<file path="src/hw/rtl/running_mean_variance_assert.svh">
// Assertion macros shared by the running mean and variance modules.
`ifndef RUNNING_MEAN_VARIANCE_ASSERT_SVH
`define RUNNING_MEAN_VARIANCE_ASSERT_SVH

// Check that a condition implies another in the same cycle.
`define RMV_ASSERT_IMP(name, clk, rst_n, ante, cons) \
    name: assert property (@(posedge clk) disable iff (!rst_n) (ante) |-> (cons)) \
        else $error("running_mean_variance: same-cycle check failed");

// Check that a condition implies another in the next cycle.
`define RMV_ASSERT_NXT(name, clk, rst_n, ante, cons) \
    name: assert property (@(posedge clk) disable iff (!rst_n) (ante) |=> (cons)) \
        else $error("running_mean_variance: next-cycle check failed");

`endif

</file>
<file path="src/hw/rtl/rmv_pkg.sv">
// Shared types, constants and command/status structs for running_mean_variance.
package rmv_pkg;

    // Default sizes of the statistics state
    localparam int SAMPLE_WIDTH_DEF = 32;
    localparam int COUNT_WIDTH_DEF  = 32;

    // Fixed field widths
    localparam int SAMPLE_FIELD_W = 32;
    localparam int CODE_W         = 8;
    localparam int COUNT_FIELD_W  = 32;
    localparam int MEAN_FIELD_W   = 32;
    localparam int SUM_W          = 64;
    localparam int VAR_W          = 63;
    localparam int STATUS_W       = 2;

    localparam logic [VAR_W-1:0] VAR_MAX = {VAR_W{1'b1}};

    // Stream packing
    localparam int S_TDATA_W = 40;
    localparam int S_TUSER_W = 2;
    localparam int M_TDATA_W = 128;
    localparam int M_TUSER_W = 3;

    // Configuration port
    localparam int APB_ADDR_W = 3;
    localparam int APB_DATA_W = 32;
    localparam logic [APB_ADDR_W-3:0] CFG_PRESENT_CODE = 1'b0;
    localparam logic [CODE_W-1:0]     PRESENT_CODE_RST = 8'd1;

    typedef enum logic [STATUS_W-1:0] {
        ST_ADDED   = 2'd0,
        ST_SKIPPED = 2'd1,
        ST_ERROR   = 2'd2,
        ST_LATCHED = 2'd3
    } t_status;

    typedef enum logic [3:0] {
        S_IDLE,
        S_EVAL,
        S_MDIV,
        S_MEND,
        S_MUL,
        S_VAR,
        S_VDIV,
        S_OUT
    } t_state;

    // Controller to datapath
    typedef struct packed {
        logic    load;
        logic    set_status;
        t_status status;
        logic    latch_err;
        logic    add_start;
        logic    mean_apply;
        logic    mul_start;
        logic    sum_apply;
        logic    vdiv_start;
        logic    var_zero;
        logic    var_apply;
        logic    out_load;
    } t_dp_cmd;

    // Datapath to controller
    typedef struct packed {
        logic err;
        logic match;
        logic finite;
        logic full;
        logic cnt_zero;
        logic div_busy;
        logic div_done;
        logic mul_done;
        logic sum_over;
        logic out_free;
    } t_dp_stat;

endpackage

</file>
<file path="src/hw/rtl/running_mean_variance.sv">
// Top level: stream and configuration ports around the Welford statistics engine.
//
// Input stream (s_axis): one sample per item with its presence code in tdata and
// the finite and first-of-set flags in tuser. Output stream (m_axis): one result
// per item with the count, mean and population variance in tdata, and the
// variance-valid flag and the status code in tuser.
// Configuration: APB-style port, present_code at byte address 0, reset value 1.
// Items are processed one at a time. A counted sample goes through the shared
// radix-2 divider (SAMPLE_WIDTH+1 steps for the mean, 64 steps for the
// variance) and the bit-serial multiplier (SAMPLE_WIDTH+1 steps), each
// retiring one bit per cycle.
// A finished result sits in an output register; the next item is accepted while
// it waits. If the receiver stalls, the following item completes and holds in
// the engine until the output register frees up, and s_axis_tready stays low.
// Reset clears the count, mean, sum, error flag and the output valid flag, and
// returns present_code to 1.
module running_mean_variance
    import rmv_pkg::*;
#(
    parameter int SAMPLE_WIDTH = SAMPLE_WIDTH_DEF,
    parameter int COUNT_WIDTH  = COUNT_WIDTH_DEF
) (
    input  logic                  i_clk,
    input  logic                  i_rst_n,
    // Configuration port
    input  logic                  psel,
    input  logic                  penable,
    input  logic                  pwrite,
    input  logic [APB_ADDR_W-1:0] paddr,
    input  logic [APB_DATA_W-1:0] pwdata,
    output logic [APB_DATA_W-1:0] prdata,
    output logic                  pready,
    // Input stream
    input  logic                  s_axis_tvalid,
    output logic                  s_axis_tready,
    input  logic [S_TDATA_W-1:0]  s_axis_tdata,   // sample_value[31:0], presence_code[39:32]
    input  logic [S_TUSER_W-1:0]  s_axis_tuser,   // sample_finite[0], first_of_set[1]
    // Output stream
    output logic                  m_axis_tvalid,
    input  logic                  m_axis_tready,
    output logic [M_TDATA_W-1:0]  m_axis_tdata,   // present_count[31:0], mean_value[63:32],
                                                  // variance_value[126:64], zero[127]
    output logic [M_TUSER_W-1:0]  m_axis_tuser    // variance_valid[0], status[2:1]
);

    logic [CODE_W-1:0]        r_present_code;
    logic                     cfg_we;
    logic                     cfg_hit;

    t_dp_cmd                  dp_cmd;
    t_dp_stat                 dp_stat;
    logic [COUNT_FIELD_W-1:0] out_count;
    logic [MEAN_FIELD_W-1:0]  out_mean;
    logic [VAR_W-1:0]         out_var;
    logic                     out_vvalid;
    t_status                  out_status;

    // Decode configuration writes and reads
    assign pready  = 1'b1;
    assign cfg_hit = (paddr[APB_ADDR_W-1:2] == CFG_PRESENT_CODE);
    assign cfg_we  = psel && penable && pwrite && pready;
    assign prdata  = cfg_hit ? APB_DATA_W'(r_present_code) : '0;

    always_ff @(posedge i_clk) begin
        if (!i_rst_n) begin
            r_present_code <= PRESENT_CODE_RST;
        end else if (cfg_we && cfg_hit) begin
            r_present_code <= pwdata[CODE_W-1:0];
        end
    end

    rmv_ctrl u_ctrl (
        .i_clk      (i_clk),
        .i_rst_n    (i_rst_n),
        .i_in_valid (s_axis_tvalid),
        .o_in_ready (s_axis_tready),
        .i_stat     (dp_stat),
        .o_cmd      (dp_cmd)
    );

    rmv_datapath #(
        .SAMPLE_WIDTH (SAMPLE_WIDTH),
        .COUNT_WIDTH  (COUNT_WIDTH)
    ) u_dp (
        .i_clk            (i_clk),
        .i_rst_n          (i_rst_n),
        .i_cmd            (dp_cmd),
        .o_stat           (dp_stat),
        .i_sample_value   (s_axis_tdata[SAMPLE_FIELD_W-1:0]),
        .i_presence_code  (s_axis_tdata[SAMPLE_FIELD_W+CODE_W-1:SAMPLE_FIELD_W]),
        .i_sample_finite  (s_axis_tuser[0]),
        .i_first_of_set   (s_axis_tuser[1]),
        .i_present_code   (r_present_code),
        .i_out_ready      (m_axis_tready),
        .o_out_valid      (m_axis_tvalid),
        .o_present_count  (out_count),
        .o_mean_value     (out_mean),
        .o_variance_value (out_var),
        .o_variance_valid (out_vvalid),
        .o_status         (out_status)
    );

    // Pack the result item
    assign m_axis_tdata = {1'b0, out_var, out_mean, out_count};
    assign m_axis_tuser = {out_status, out_vvalid};

endmodule

</file>
<file path="src/hw/rtl/rmv_divider.sv">
// Radix-2 restoring divider, one quotient bit per cycle.
module rmv_divider
    import rmv_pkg::*;
#(
    parameter int   DIVIDEND_WIDTH = SUM_W,
    parameter int   DIVISOR_WIDTH  = COUNT_WIDTH_DEF,
    localparam int  ITER_W         = $clog2(DIVIDEND_WIDTH + 1)
) (
    input  logic                      i_clk,
    input  logic                      i_rst_n,
    input  logic                      i_start,
    input  logic [DIVIDEND_WIDTH-1:0] i_dividend,
    input  logic [DIVISOR_WIDTH-1:0]  i_divisor,
    input  logic [ITER_W-1:0]         i_iters,
    output logic [DIVIDEND_WIDTH-1:0] o_quotient,
    output logic                      o_busy,
    output logic                      o_done
);

    logic [DIVISOR_WIDTH-1:0]  r_rem;
    logic [DIVIDEND_WIDTH-1:0] r_quo;
    logic [DIVISOR_WIDTH-1:0]  r_div;
    logic [ITER_W-1:0]         r_cnt;
    logic                      r_busy;
    logic                      r_done;

    logic [DIVISOR_WIDTH:0]    trial;
    logic [DIVISOR_WIDTH:0]    diff;
    logic                      ge;
    logic [DIVISOR_WIDTH-1:0]  n_rem;

    // Shift in the next dividend bit and try the subtraction
    always_comb begin
        trial = {r_rem, r_quo[DIVIDEND_WIDTH-1]};
        ge    = (trial >= {1'b0, r_div});
        diff  = trial - {1'b0, r_div};
        n_rem = ge ? diff[DIVISOR_WIDTH-1:0] : trial[DIVISOR_WIDTH-1:0];
    end

    // Iteration control
    always_ff @(posedge i_clk) begin
        if (!i_rst_n) begin
            r_busy <= 1'b0;
            r_done <= 1'b0;
            r_cnt  <= '0;
        end else if (i_start) begin
            r_busy <= 1'b1;
            r_done <= 1'b0;
            r_cnt  <= i_iters;
        end else begin
            r_done <= r_busy && (r_cnt == ITER_W'(1));
            if (r_busy) begin
                r_cnt <= r_cnt - 1'b1;
                if (r_cnt == ITER_W'(1)) begin
                    r_busy <= 1'b0;
                end
            end
        end
    end

    // Remainder and quotient shift registers
    always_ff @(posedge i_clk) begin
        if (i_start) begin
            r_rem <= '0;
            r_quo <= i_dividend;
            r_div <= i_divisor;
        end else if (r_busy) begin
            r_rem <= n_rem;
            r_quo <= {r_quo[DIVIDEND_WIDTH-2:0], ge};
        end
    end

    assign o_quotient = r_quo;
    assign o_busy     = r_busy;
    assign o_done     = r_done;

endmodule

</file>
<file path="src/hw/rtl/rmv_multiplier.sv">
// Shift-add multiplier, one multiplier bit per cycle.
module rmv_multiplier
    import rmv_pkg::*;
#(
    parameter int  OPERAND_WIDTH = SAMPLE_WIDTH_DEF + 1,
    localparam int ITER_W        = $clog2(OPERAND_WIDTH + 1)
) (
    input  logic                         i_clk,
    input  logic                         i_rst_n,
    input  logic                         i_start,
    input  logic [OPERAND_WIDTH-1:0]     i_a,
    input  logic [OPERAND_WIDTH-1:0]     i_b,
    output logic [2*OPERAND_WIDTH-1:0]   o_product,
    output logic                         o_done
);

    logic [OPERAND_WIDTH-1:0] r_a;
    logic [OPERAND_WIDTH-1:0] r_hi;
    logic [OPERAND_WIDTH-1:0] r_lo;
    logic [ITER_W-1:0]        r_cnt;
    logic                     r_busy;
    logic                     r_done;
    logic [OPERAND_WIDTH:0]   psum;

    // Add the multiplicand when the current multiplier bit is set
    assign psum = {1'b0, r_hi} + (r_lo[0] ? {1'b0, r_a} : '0);

    // Iteration control
    always_ff @(posedge i_clk) begin
        if (!i_rst_n) begin
            r_busy <= 1'b0;
            r_done <= 1'b0;
            r_cnt  <= '0;
        end else if (i_start) begin
            r_busy <= 1'b1;
            r_done <= 1'b0;
            r_cnt  <= ITER_W'(OPERAND_WIDTH);
        end else begin
            r_done <= r_busy && (r_cnt == ITER_W'(1));
            if (r_busy) begin
                r_cnt <= r_cnt - 1'b1;
                if (r_cnt == ITER_W'(1)) begin
                    r_busy <= 1'b0;
                end
            end
        end
    end

    // Partial product shifts right one bit per step
    always_ff @(posedge i_clk) begin
        if (i_start) begin
            r_a  <= i_a;
            r_hi <= '0;
            r_lo <= i_b;
        end else if (r_busy) begin
            r_hi <= psum[OPERAND_WIDTH:1];
            r_lo <= {psum[0], r_lo[OPERAND_WIDTH-1:1]};
        end
    end

    assign o_product = {r_hi, r_lo};
    assign o_done    = r_done;

endmodule

</file>
<file path="src/hw/rtl/rmv_datapath.sv">
// Statistics state, arithmetic units and result register.
`include "running_mean_variance_assert.svh"
module rmv_datapath
    import rmv_pkg::*;
#(
    parameter int SAMPLE_WIDTH = SAMPLE_WIDTH_DEF,
    parameter int COUNT_WIDTH  = COUNT_WIDTH_DEF
) (
    input  logic                      i_clk,
    input  logic                      i_rst_n,
    input  t_dp_cmd                   i_cmd,
    output t_dp_stat                  o_stat,
    input  logic [SAMPLE_FIELD_W-1:0] i_sample_value,
    input  logic [CODE_W-1:0]         i_presence_code,
    input  logic                      i_sample_finite,
    input  logic                      i_first_of_set,
    input  logic [CODE_W-1:0]         i_present_code,
    input  logic                      i_out_ready,
    output logic                      o_out_valid,
    output logic [COUNT_FIELD_W-1:0]  o_present_count,
    output logic [MEAN_FIELD_W-1:0]   o_mean_value,
    output logic [VAR_W-1:0]          o_variance_value,
    output logic                      o_variance_valid,
    output t_status                   o_status
);

    localparam int MUL_W      = SAMPLE_WIDTH + 1;
    localparam int PROD_W     = 2 * MUL_W;
    localparam int PROD_EXT_W = (PROD_W > SUM_W) ? PROD_W : SUM_W + 1;
    localparam int MEAN_SHIFT = SUM_W - MUL_W;
    localparam int DIV_ITER_W = $clog2(SUM_W + 1);
    localparam int RAW_W      = SAMPLE_WIDTH + SAMPLE_FIELD_W;
    localparam int MEAN_EXT_W = SAMPLE_WIDTH + MEAN_FIELD_W;

    // Statistics state
    logic [COUNT_WIDTH-1:0]         r_count;
    logic signed [SAMPLE_WIDTH-1:0] r_mean;
    logic [SUM_W-1:0]               r_sum;
    logic                           r_err;

    // Item and working registers
    logic signed [SAMPLE_WIDTH-1:0] r_x;
    logic [CODE_W-1:0]              r_code;
    logic                           r_finite;
    logic [MUL_W-1:0]               r_abs_delta;
    logic                           r_delta_neg;
    t_status                        r_status;
    logic [VAR_W-1:0]               r_var;

    // Result register
    logic                           r_out_valid;
    logic [COUNT_FIELD_W-1:0]       r_out_count;
    logic [MEAN_FIELD_W-1:0]        r_out_mean;
    logic [VAR_W-1:0]               r_out_var;
    logic                           r_out_vvalid;
    t_status                        r_out_status;

    logic [RAW_W-1:0]               raw_sample;
    logic signed [MUL_W-1:0]        delta;
    logic [MUL_W-1:0]               abs_delta;
    logic [MUL_W-1:0]               quo_mag;
    logic [MUL_W-1:0]               quo_signed;
    logic [MUL_W-1:0]               mean_new;
    logic signed [MEAN_EXT_W-1:0]   mean_wide;

    logic                           div_start;
    logic [SUM_W-1:0]               div_dividend;
    logic [COUNT_WIDTH-1:0]         div_divisor;
    logic [DIV_ITER_W-1:0]          div_iters;
    logic [SUM_W-1:0]               div_quo;
    logic                           div_busy;
    logic                           div_done;

    logic [PROD_W-1:0]              mul_prod;
    logic                           mul_done;
    logic [PROD_EXT_W-1:0]          prod_ext;
    logic                           prod_over;
    logic [SUM_W:0]                 sum_ext;
    logic                           sum_over;

    // Take the low sample bits; the sample field is zero-extended, not sign-extended
    assign raw_sample = RAW_W'(i_sample_value);

    // Deviation from the current mean and its magnitude
    assign delta     = MUL_W'(r_x) - MUL_W'(r_mean);
    assign abs_delta = delta[MUL_W-1] ? MUL_W'(-delta) : MUL_W'(delta);

    // Signed mean step from the divider quotient
    assign quo_mag    = div_quo[MUL_W-1:0];
    assign quo_signed = r_delta_neg ? (~quo_mag + 1'b1) : quo_mag;
    assign mean_new   = MUL_W'(r_mean) + quo_signed;
    assign mean_wide  = MEAN_EXT_W'(r_mean);

    // Shared divider: mean step first, then the variance
    assign div_start    = i_cmd.add_start | i_cmd.vdiv_start;
    assign div_dividend = i_cmd.add_start ? (SUM_W'(abs_delta) << MEAN_SHIFT) : r_sum;
    assign div_divisor  = i_cmd.add_start ? COUNT_WIDTH'(r_count + 1'b1) : r_count;
    assign div_iters    = i_cmd.add_start ? DIV_ITER_W'(MUL_W) : DIV_ITER_W'(SUM_W);

    rmv_divider #(
        .DIVIDEND_WIDTH (SUM_W),
        .DIVISOR_WIDTH  (COUNT_WIDTH)
    ) u_div (
        .i_clk      (i_clk),
        .i_rst_n    (i_rst_n),
        .i_start    (div_start),
        .i_dividend (div_dividend),
        .i_divisor  (div_divisor),
        .i_iters    (div_iters),
        .o_quotient (div_quo),
        .o_busy     (div_busy),
        .o_done     (div_done)
    );

    // Old deviation times new deviation
    rmv_multiplier #(
        .OPERAND_WIDTH (MUL_W)
    ) u_mul (
        .i_clk     (i_clk),
        .i_rst_n   (i_rst_n),
        .i_start   (i_cmd.mul_start),
        .i_a       (r_abs_delta),
        .i_b       (abs_delta),
        .o_product (mul_prod),
        .o_done    (mul_done)
    );

    // Accumulate with overflow detection
    assign prod_ext  = PROD_EXT_W'(mul_prod);
    assign prod_over = |prod_ext[PROD_EXT_W-1:SUM_W];
    assign sum_ext   = {1'b0, r_sum} + {1'b0, prod_ext[SUM_W-1:0]};
    assign sum_over  = prod_over | sum_ext[SUM_W];

    // Statistics state update
    always_ff @(posedge i_clk) begin
        if (!i_rst_n) begin
            r_count <= '0;
            r_mean  <= '0;
            r_sum   <= '0;
            r_err   <= 1'b0;
        end else begin
            if (i_cmd.load && i_first_of_set) begin
                r_count <= '0;
                r_mean  <= '0;
                r_sum   <= '0;
                r_err   <= 1'b0;
            end
            if (i_cmd.latch_err) begin
                r_err <= 1'b1;
            end
            if (i_cmd.add_start) begin
                r_count <= r_count + 1'b1;
            end
            if (i_cmd.mean_apply) begin
                r_mean <= mean_new[SAMPLE_WIDTH-1:0];
            end
            if (i_cmd.sum_apply) begin
                r_sum <= sum_over ? {SUM_W{1'b1}} : sum_ext[SUM_W-1:0];
                if (sum_over) begin
                    r_err <= 1'b1;
                end
            end
        end
    end

    // Item capture and working values
    always_ff @(posedge i_clk) begin
        if (i_cmd.load) begin
            r_x      <= raw_sample[SAMPLE_WIDTH-1:0];
            r_code   <= i_presence_code;
            r_finite <= i_sample_finite;
        end
        if (i_cmd.add_start) begin
            r_abs_delta <= abs_delta;
            r_delta_neg <= delta[MUL_W-1];
        end
        if (i_cmd.set_status) begin
            r_status <= i_cmd.status;
        end
        if (i_cmd.var_zero) begin
            r_var <= '0;
        end else if (i_cmd.var_apply) begin
            r_var <= div_quo[SUM_W-1] ? VAR_MAX : div_quo[VAR_W-1:0];
        end
    end

    // Result register valid flag
    always_ff @(posedge i_clk) begin
        if (!i_rst_n) begin
            r_out_valid <= 1'b0;
        end else if (i_cmd.out_load) begin
            r_out_valid <= 1'b1;
        end else if (i_out_ready) begin
            r_out_valid <= 1'b0;
        end
    end

    // Result register payload
    always_ff @(posedge i_clk) begin
        if (i_cmd.out_load) begin
            r_out_count  <= COUNT_FIELD_W'(r_count);
            r_out_mean   <= mean_wide[MEAN_FIELD_W-1:0];
            r_out_var    <= r_var;
            r_out_vvalid <= (|r_count) && !r_err;
            r_out_status <= r_status;
        end
    end

    // Status toward the controller
    always_comb begin
        o_stat          = '0;
        o_stat.err      = r_err;
        o_stat.match    = (r_code == i_present_code);
        o_stat.finite   = r_finite;
        o_stat.full     = &r_count;
        o_stat.cnt_zero = ~|r_count;
        o_stat.div_busy = div_busy;
        o_stat.div_done = div_done;
        o_stat.mul_done = mul_done;
        o_stat.sum_over = sum_over;
        o_stat.out_free = !r_out_valid || i_out_ready;
    end

    assign o_out_valid      = r_out_valid;
    assign o_present_count  = r_out_count;
    assign o_mean_value     = r_out_mean;
    assign o_variance_value = r_out_var;
    assign o_variance_valid = r_out_vvalid;
    assign o_status         = r_out_status;

    `RMV_ASSERT_NXT(a_sum_saturates, i_clk, i_rst_n, i_cmd.sum_apply && sum_over, r_err && (&r_sum))
    `RMV_ASSERT_NXT(a_first_clears, i_clk, i_rst_n, i_cmd.load && i_first_of_set, (r_count == '0) && !r_err)
    `RMV_ASSERT_IMP(a_no_overwrite, i_clk, i_rst_n, i_cmd.out_load, !r_out_valid || i_out_ready)

endmodule

</file>
<file path="src/hw/rtl/rmv_ctrl.sv">
// Controller state machine that sequences one item through the datapath.
`include "running_mean_variance_assert.svh"
module rmv_ctrl
    import rmv_pkg::*;
(
    input  logic     i_clk,
    input  logic     i_rst_n,
    input  logic     i_in_valid,
    output logic     o_in_ready,
    input  t_dp_stat i_stat,
    output t_dp_cmd  o_cmd
);

    t_state r_state;
    t_state n_state;

    // State register
    always_ff @(posedge i_clk) begin
        if (!i_rst_n) begin
            r_state <= S_IDLE;
        end else begin
            r_state <= n_state;
        end
    end

    // Next state and commands
    always_comb begin
        n_state    = r_state;
        o_cmd      = '0;
        o_in_ready = 1'b0;
        case (r_state)
            S_IDLE: begin
                o_in_ready = 1'b1;
                if (i_in_valid) begin
                    o_cmd.load = 1'b1;
                    n_state    = S_EVAL;
                end
            end
            S_EVAL: begin
                o_cmd.set_status = 1'b1;
                if (i_stat.err) begin
                    o_cmd.status = ST_LATCHED;
                    n_state      = S_VAR;
                end else if (!i_stat.match) begin
                    o_cmd.status = ST_SKIPPED;
                    n_state      = S_VAR;
                end else if (!i_stat.finite || i_stat.full) begin
                    o_cmd.status    = ST_ERROR;
                    o_cmd.latch_err = 1'b1;
                    n_state         = S_VAR;
                end else begin
                    // Count the sample and start the mean step division
                    o_cmd.set_status = 1'b0;
                    o_cmd.add_start  = 1'b1;
                    n_state          = S_MDIV;
                end
            end
            S_MDIV: begin
                if (i_stat.div_done) begin
                    o_cmd.mean_apply = 1'b1;
                    n_state          = S_MEND;
                end
            end
            S_MEND: begin
                o_cmd.mul_start = 1'b1;
                n_state         = S_MUL;
            end
            S_MUL: begin
                if (i_stat.mul_done) begin
                    o_cmd.sum_apply  = 1'b1;
                    o_cmd.set_status = 1'b1;
                    o_cmd.status     = i_stat.sum_over ? ST_ERROR : ST_ADDED;
                    n_state          = S_VAR;
                end
            end
            S_VAR: begin
                if (i_stat.cnt_zero) begin
                    o_cmd.var_zero = 1'b1;
                    n_state        = S_OUT;
                end else begin
                    o_cmd.vdiv_start = 1'b1;
                    n_state          = S_VDIV;
                end
            end
            S_VDIV: begin
                if (i_stat.div_done) begin
                    o_cmd.var_apply = 1'b1;
                    n_state         = S_OUT;
                end
            end
            S_OUT: begin
                // Hold until the result register can take the item
                if (i_stat.out_free) begin
                    o_cmd.out_load = 1'b1;
                    n_state        = S_IDLE;
                end
            end
            default: begin
                n_state = S_IDLE;
            end
        endcase
    end

    `RMV_ASSERT_NXT(a_accept_eval, i_clk, i_rst_n, (r_state == S_IDLE) && i_in_valid, r_state == S_EVAL)
    `RMV_ASSERT_IMP(a_div_free, i_clk, i_rst_n, o_cmd.add_start || o_cmd.vdiv_start, !i_stat.div_busy)

endmodule
</file>
<file path="config.mk">
export PLATFORM = sky130hd
export DESIGN_NAME = running_mean_variance
export DESIGN_NICKNAME = d
export VERILOG_FILES = /design/src/hw/rtl/rmv_pkg.sv /design/src/hw/rtl/running_mean_variance.sv /design/src/hw/rtl/rmv_divider.sv /design/src/hw/rtl/rmv_multiplier.sv /design/src/hw/rtl/rmv_datapath.sv /design/src/hw/rtl/rmv_ctrl.sv
export VERILOG_INCLUDE_DIRS = /design/src /design/src/hw/rtl
export SDC_FILE = /design/constraint.sdc
export NUM_CORES = 2
export LEC_CHECK = 0
export ABC_AREA = 1
export BUFFER_PORTS_ARGS = -buffer_cell sky130_fd_sc_hd__buf_2
export CELL_PAD_IN_SITES_DETAIL_PLACEMENT = 2
export CELL_PAD_IN_SITES_GLOBAL_PLACEMENT = 2
export CORE_MARGIN = 4
export CORE_UTILIZATION = 36
export DETAILED_ROUTE_END_ITERATION = 16
export PLACE_DENSITY_LB_ADDON = 0.05
export SLEW_MARGIN = 15
export SYNTH_ARGS = -nofsm -noshare
export SYNTH_HDL_FRONTEND = slang
export SYNTH_SLANG_ARGS = --single-unit
</file>
<file path="constraint.sdc">
create_clock -name i_clk -period 11.7 [get_ports i_clk]
set_input_delay 2.925 -clock i_clk [delete_from_list [all_inputs] [get_ports i_clk]]
set_output_delay 2.925 -clock i_clk [all_outputs]
set_load 0.03 [all_outputs]
</file>
== Word-level counts from Yosys, hierarchy flattened ==
Cells that the tools add are included.

* Add/subtract/negate cells: 10
* Magnitude comparators: 1
* Eq/ne operators: 15
* Muxes and demuxes: 72
* Bitwise gates (word level): 5
* Reductions and logical operators: 25

{| class="wikitable"
|+ Operators with widths
! cell !! count
|-
| $mux W64 || 6
|-
| $mux W32 || 6
|-
| $mux W33 || 4
|-
| $add A64 B64 Y65 || 1
|-
| $add A32 B1 Y32 const B || 2
|-
| $mux W63 || 1
|-
| $add A33 B34 Y34 || 1
|-
| $ge A33 B32 Y1 || 1
|-
| $neg A33 Y33 || 1
|-
| $sub A32 B32 Y33 || 1
|-
| $add A32 B32 Y32 || 1
|-
| $not A32 Y32 || 1
|-
| $pmux W4 S8 || 1
|-
| $reduce_and A32 Y1 || 1
|-
| $reduce_or A32 Y1 || 1
|-
| $sub A32 B32 Y32 || 1
|-
| $mux W1 || 30
|-
| $mux W4 || 6
|-
| $mux W7 || 3
|-
| $eq A4 B3 Y1 const B || 4
|-
| $mux W2 || 7
|-
| $mux W3 || 4
|-
| $mux W6 || 2
|-
| $reduce_bool A2 Y1 || 6
|-
| 19 further kinds || 36
|}

* Flip-flop bits (word level): 656
* Output and inout bits: 166

== Depth between registers and ports, before layout ==
* Depth in word-level cells: 9
* Gate-level depth with buffers: 23
* Gate-level depth less buffers: 23

== Cells and area by module ==
A second synthesis with hierarchy kept.

* Cells, all modules: 5906
* Area, all modules: 41835.1 µm²

{| class="wikitable"
|+ Modules (own cells, without submodules)
! module !! instances !! cells each !! area an instance (µm²) !! sequential area each (µm²)
|-
| rmv_datapath || 1 || 3652 || 25937.4 || 10079.7
|-
| rmv_divider || 1 || 1122 || 8186.6 || 3703.6
|-
| rmv_multiplier || 1 || 967 || 6678.9 || 2802.7
|-
| running_mean_variance || 1 || 100 || 673.1 || 160.2
|-
| rmv_ctrl || 1 || 65 || 359.1 || 60.1
|}

== Worst setup path before layout ==
No wires, ideal clock.

* Path kind: input-to-reg
* Start point: input m_axis_tready
* End point: register u_dp.r_out_mean[0], in the netlist u_dp.o_mean_value[0] (enable)
* Arrival: 8.379 ns
* Setup slack: 2.697 ns
* Stages: 2
* Path buffers: 0
* Cell sequence: nor2_1 nor2_1

{| class="wikitable"
|+ RTL lines
! item !! RTL line !! source
|-
| start: declaration || running_mean_variance.sv:40 || <nowiki>input logic m_axis_tready,</nowiki>
|-
| end signal: assignment || rmv_datapath.sv:202 || <nowiki>r_out_mean <= mean_wide[MEAN_FIELD_W-1:0];</nowiki>
|-
| end: declaration || rmv_datapath.sv:53 || <nowiki>logic [MEAN_FIELD_W-1:0] r_out_mean;</nowiki>
|}

== Final worst setup path ==
* Start point: input paddr[2]
* End point: output prdata[0]

* Cells in the longest elaborated chain, start to end: 1

{| class="wikitable"
|+ RTL lines
! item !! RTL line !! source
|-
| start: declaration || running_mean_variance.sv:29 || <nowiki>input logic [APB_ADDR_W-1:0] paddr,</nowiki>
|-
| $mux W8 || running_mean_variance.sv:62 || <nowiki>assign prdata = cfg_hit ? APB_DATA_W'(r_present_code) : '0;</nowiki>
|-
| end: declaration || running_mean_variance.sv:31 || <nowiki>output logic [APB_DATA_W-1:0] prdata,</nowiki>
|}

Every way passes these cells.

==> metrics.md <==
| Metric | Value |
|---|---|
| Lkg Pwr | `19.8 nW` |
| Comb power frac | `0.328` |
| Max Slew Vio Count | `0` |
| Synthesized area | `0.0401 mm²` |
| Worst Skew | `0.0298 ns` |
| Fmax | `0.158 GHz` |
| DRT iter0 DRCs | `2,593` |
| P_int | `0.00490 W` |
| RSZ-0062 raised after global routing | `no` |
| WP data arrival | `3.40 ns` |
| RR Startpoint | `u_dp.r_code[5]` |
| Pwr/cell area | `181 mW/mm²` |
| Total power | `0.00818 W` |
| Antenna viol nets, final | `0` |
| Crit path required time | `8.78 ns` |
| Top-count cell post-synth | `nand2_1` |
| Relative slew slack | `0.282` |
| Vias in the first global route | `40,800` |
| Synthesized area per cell | `7.49 µm²` |
| Hold buffers post-CTS | `0` |
| Detailed Place HPWL | `135,000 µm` |
| Buffer count from post-CTS setup fixing | `0` |
| Ys Warns | `0` |
| Flop pwr share | `0.345` |
| Dpl ws | `5.37 ns` |
| Die width | `342 µm` |
| EDFF count, synth | `369` |
| Worst setup path start | `paddr[2]` |
| Routability Congestion | `0.922` |
| Global-route wire length before repair | `256,000 µm` |
| # Max-Cap Violations | `0` |
| TritonRoute pass-1 iters | `5` |
| Run status | `completed` |
| Total track usage | `0.289` |
| GR Overflow Total | `0` |
| Share of layout cells above drive strength 1 | `0.0851` |
| Worst R2R Path Depth | `12` |
| Post-CTS sizing | `0` |
| Clock latency on the worst-skew pair | `0.68 ns` |
| Hold Vio Cnt, Final | `0` |
| Post-synth top area share | `0.277` |
| Die height | `342 µm` |
| CP endpoint kind | `output pin` |
| Synth Flop Type | `edfxtp_1` |
| Reg clk slew, reported paths | `0.05 ns` |
| Unique masters post-synth | `61` |
| Nets | `5,804` |
| Via total after detailed routing | `38,300` |
| Reg-to-reg slack, setup | `6.47 ns` |
| Largest net degree at the start of global routing | `76` |
| Num ports | `250` |
| Final setup TNS | `0 ns` |
| FF-to-FF End | `u_dp.u_div.o_quotient[35]` |
| CTS Sinks | `655` |
| Hold Path Class | `flop to flop` |
| #FFs+latches synth | `655` |
| Sequential area share after synthesis | `0.420` |
| TritonCTS clock tree | `built` |
| Cell taking the most area after synthesis | `edfxtp_1` |
| Worst IR drop on VDD | `0.122 mV` |
| Initial core utilization | `0.362` |
| Worst-case clock buffer depth | `3` |
| Critical path class | `primary input to output pin` |
| Actual slew at the worst max-slew pin | `1.08 ns` |
| Part of the cycle the worst path needs | `0.540` |
| Total wire length | `172,000 µm` |
| Top cells by area, synth | `edfxtp_1, dfxtp_1, nand2_1` |
| Drt wl/cell | `24.3 µm` |
| Die ar. | `0.117 mm²` |
| Port bufs | `197` |
| Core Footprint | `0.111 mm²` |
| Root buffer cell | `clkbuf_16` |
| Setup ws final | `5.38 ns` |
| Vias/cell | `5.41` |
| Setup crit start kind | `primary input` |
| Clock power share | `0.327` |
| H-Tree Depth | `3` |
| Initial antenna violation count | `7` |
| Sw Share | `0.401` |
| Synth cell count leaders | `nand2_1, inv_1, nor2_1` |
| Area delta synth->final | `13.1%` |
| DRC Markers | `0` |
| Hold Crit Start | `u_dp.r_abs_delta[21]` |
| Clock period minus worst slack | `6.32 ns` |
| Synth Instances | `5,351` |
| Switch Pwr | `0.00328 W` |
| Worst setup path end | `prdata[0]` |
| CP max FO | `9` |
| Ys async rst share | `0` |
| TritonCTS Buffers | `81` |
| Final setup viols | `0` |
| Site Rows | `122` |
worst min-delay path by stage:
stage,endpoint,slack (ns),depth (start not counted)
global placement,u_dp.u_mul.r_a[29],0.40,0
finish,u_dp.u_mul.r_a[21],0.42,0
global route,u_dp.u_mul.r_a[6],0.43,0
floorplan,u_dp.o_status[0],0.40,0
detailed placement,u_dp.u_mul.r_a[28],0.41,0
CTS,u_dp.u_mul.r_a[27],0.42,0
layout make-up:
type	count	area [µm²]
Fill cell	13000	65200
Multi-Input combinational cell	3814	19800
Sequential cell	655	16800
Inverter	730	2740
Clock buffer	96	2140
Tap cell	1488	1860
Timing Repair Buffer	232	1250
Clock inverter	56	668
Antenna cell	5	12.5
worst max-delay path: stages:
cell    delay, ns
buf_2        0.15
nor2_1       0.12
buf_2        0.20
state kept, by name, summed over array words and instances, names as in the netlist, 7 cells and up:
| register | count |
|---|---|
| u_dp.r_code | 8 |
| u_dp.o_mean_value | 32 |
| u_dp.r_x | 32 |
| u_dp.u_mul.r_a | 33 |
| u_dp.r_mean | 32 |
| u_dp.o_present_count | 32 |
| u_dp.r_var | 63 |
| u_dp.u_mul.r_lo | 33 |
| u_dp.r_sum | 64 |
| u_dp.u_div.r_div | 32 |
| r_present_code | 8 |
| u_dp.r_abs_delta | 33 |
| u_dp.r_count | 32 |
| u_dp.u_mul.r_hi | 33 |
| u_dp.u_div.r_cnt | 7 |
| u_dp.u_div.r_rem | 32 |
| u_dp.u_div.o_quotient | 64 |
| u_dp.o_variance_value | 63 |
routing by layer:
layer,global-route usage,up-vias,share of wire
met5,0,-,0
met1,0.379,19200,0.44
met3,0.0368,203,0.049
met2,0.500,833,0.48
li1,-,18000,-
met4,0.0799,0,0.030
placed cells by master, fill, tap and decap left out, drive strengths merged, types with 51 or more instances in the layout:
cell type and instances:
clkbuf 96, inv 735, o21ai 441, xor2 102, a31oi 51, a21oi 418
nand2 1337, buf 232, ha 201, nor2 525, dfxtp 286, nand3 337
edfxtp 369, nor3 63, nand4 64
through the flow:
stage	area (µm²)	std cells	utilization	hold WS, ns
2_1_floorplan	40100	5375	-	0.400
3_3_place_gp	42500	6919	0.384	0.402
3_5_place_dp	42500	6919	0.384	0.406
4_1_cts	45300	7071	0.410	0.420
5_1_grt	45300	7071	0.410	0.429
6_report	45300	7076	0.410	0.420
cell families after synthesis:
kind of cell	count (synthesis)	share of synthesized area
DFF	655	0.420
other	2	0.000187
xor gates and xnor gates	135	0.0306
buffers and inverters	906	0.0893
adders and majority gates	206	0.0653
and+or+nand+nor	2389	0.251
AOI/OAI and AO/OA	1058	0.144
power groups by stage:
stage	Sequential, W	Combinational, W	Clock, W
finish	0.00282	0.00269	0.00268
global route	0.00283	0.00296	0.00283
CTS	0.00282	0.00268	0.00274
detailed placement	0.00286	0.00265	0
global placement	0.00285	0.00255	0
floorplan	0.00278	0.00170	0
No activity file was read; power rests on OpenSTA's default activity.
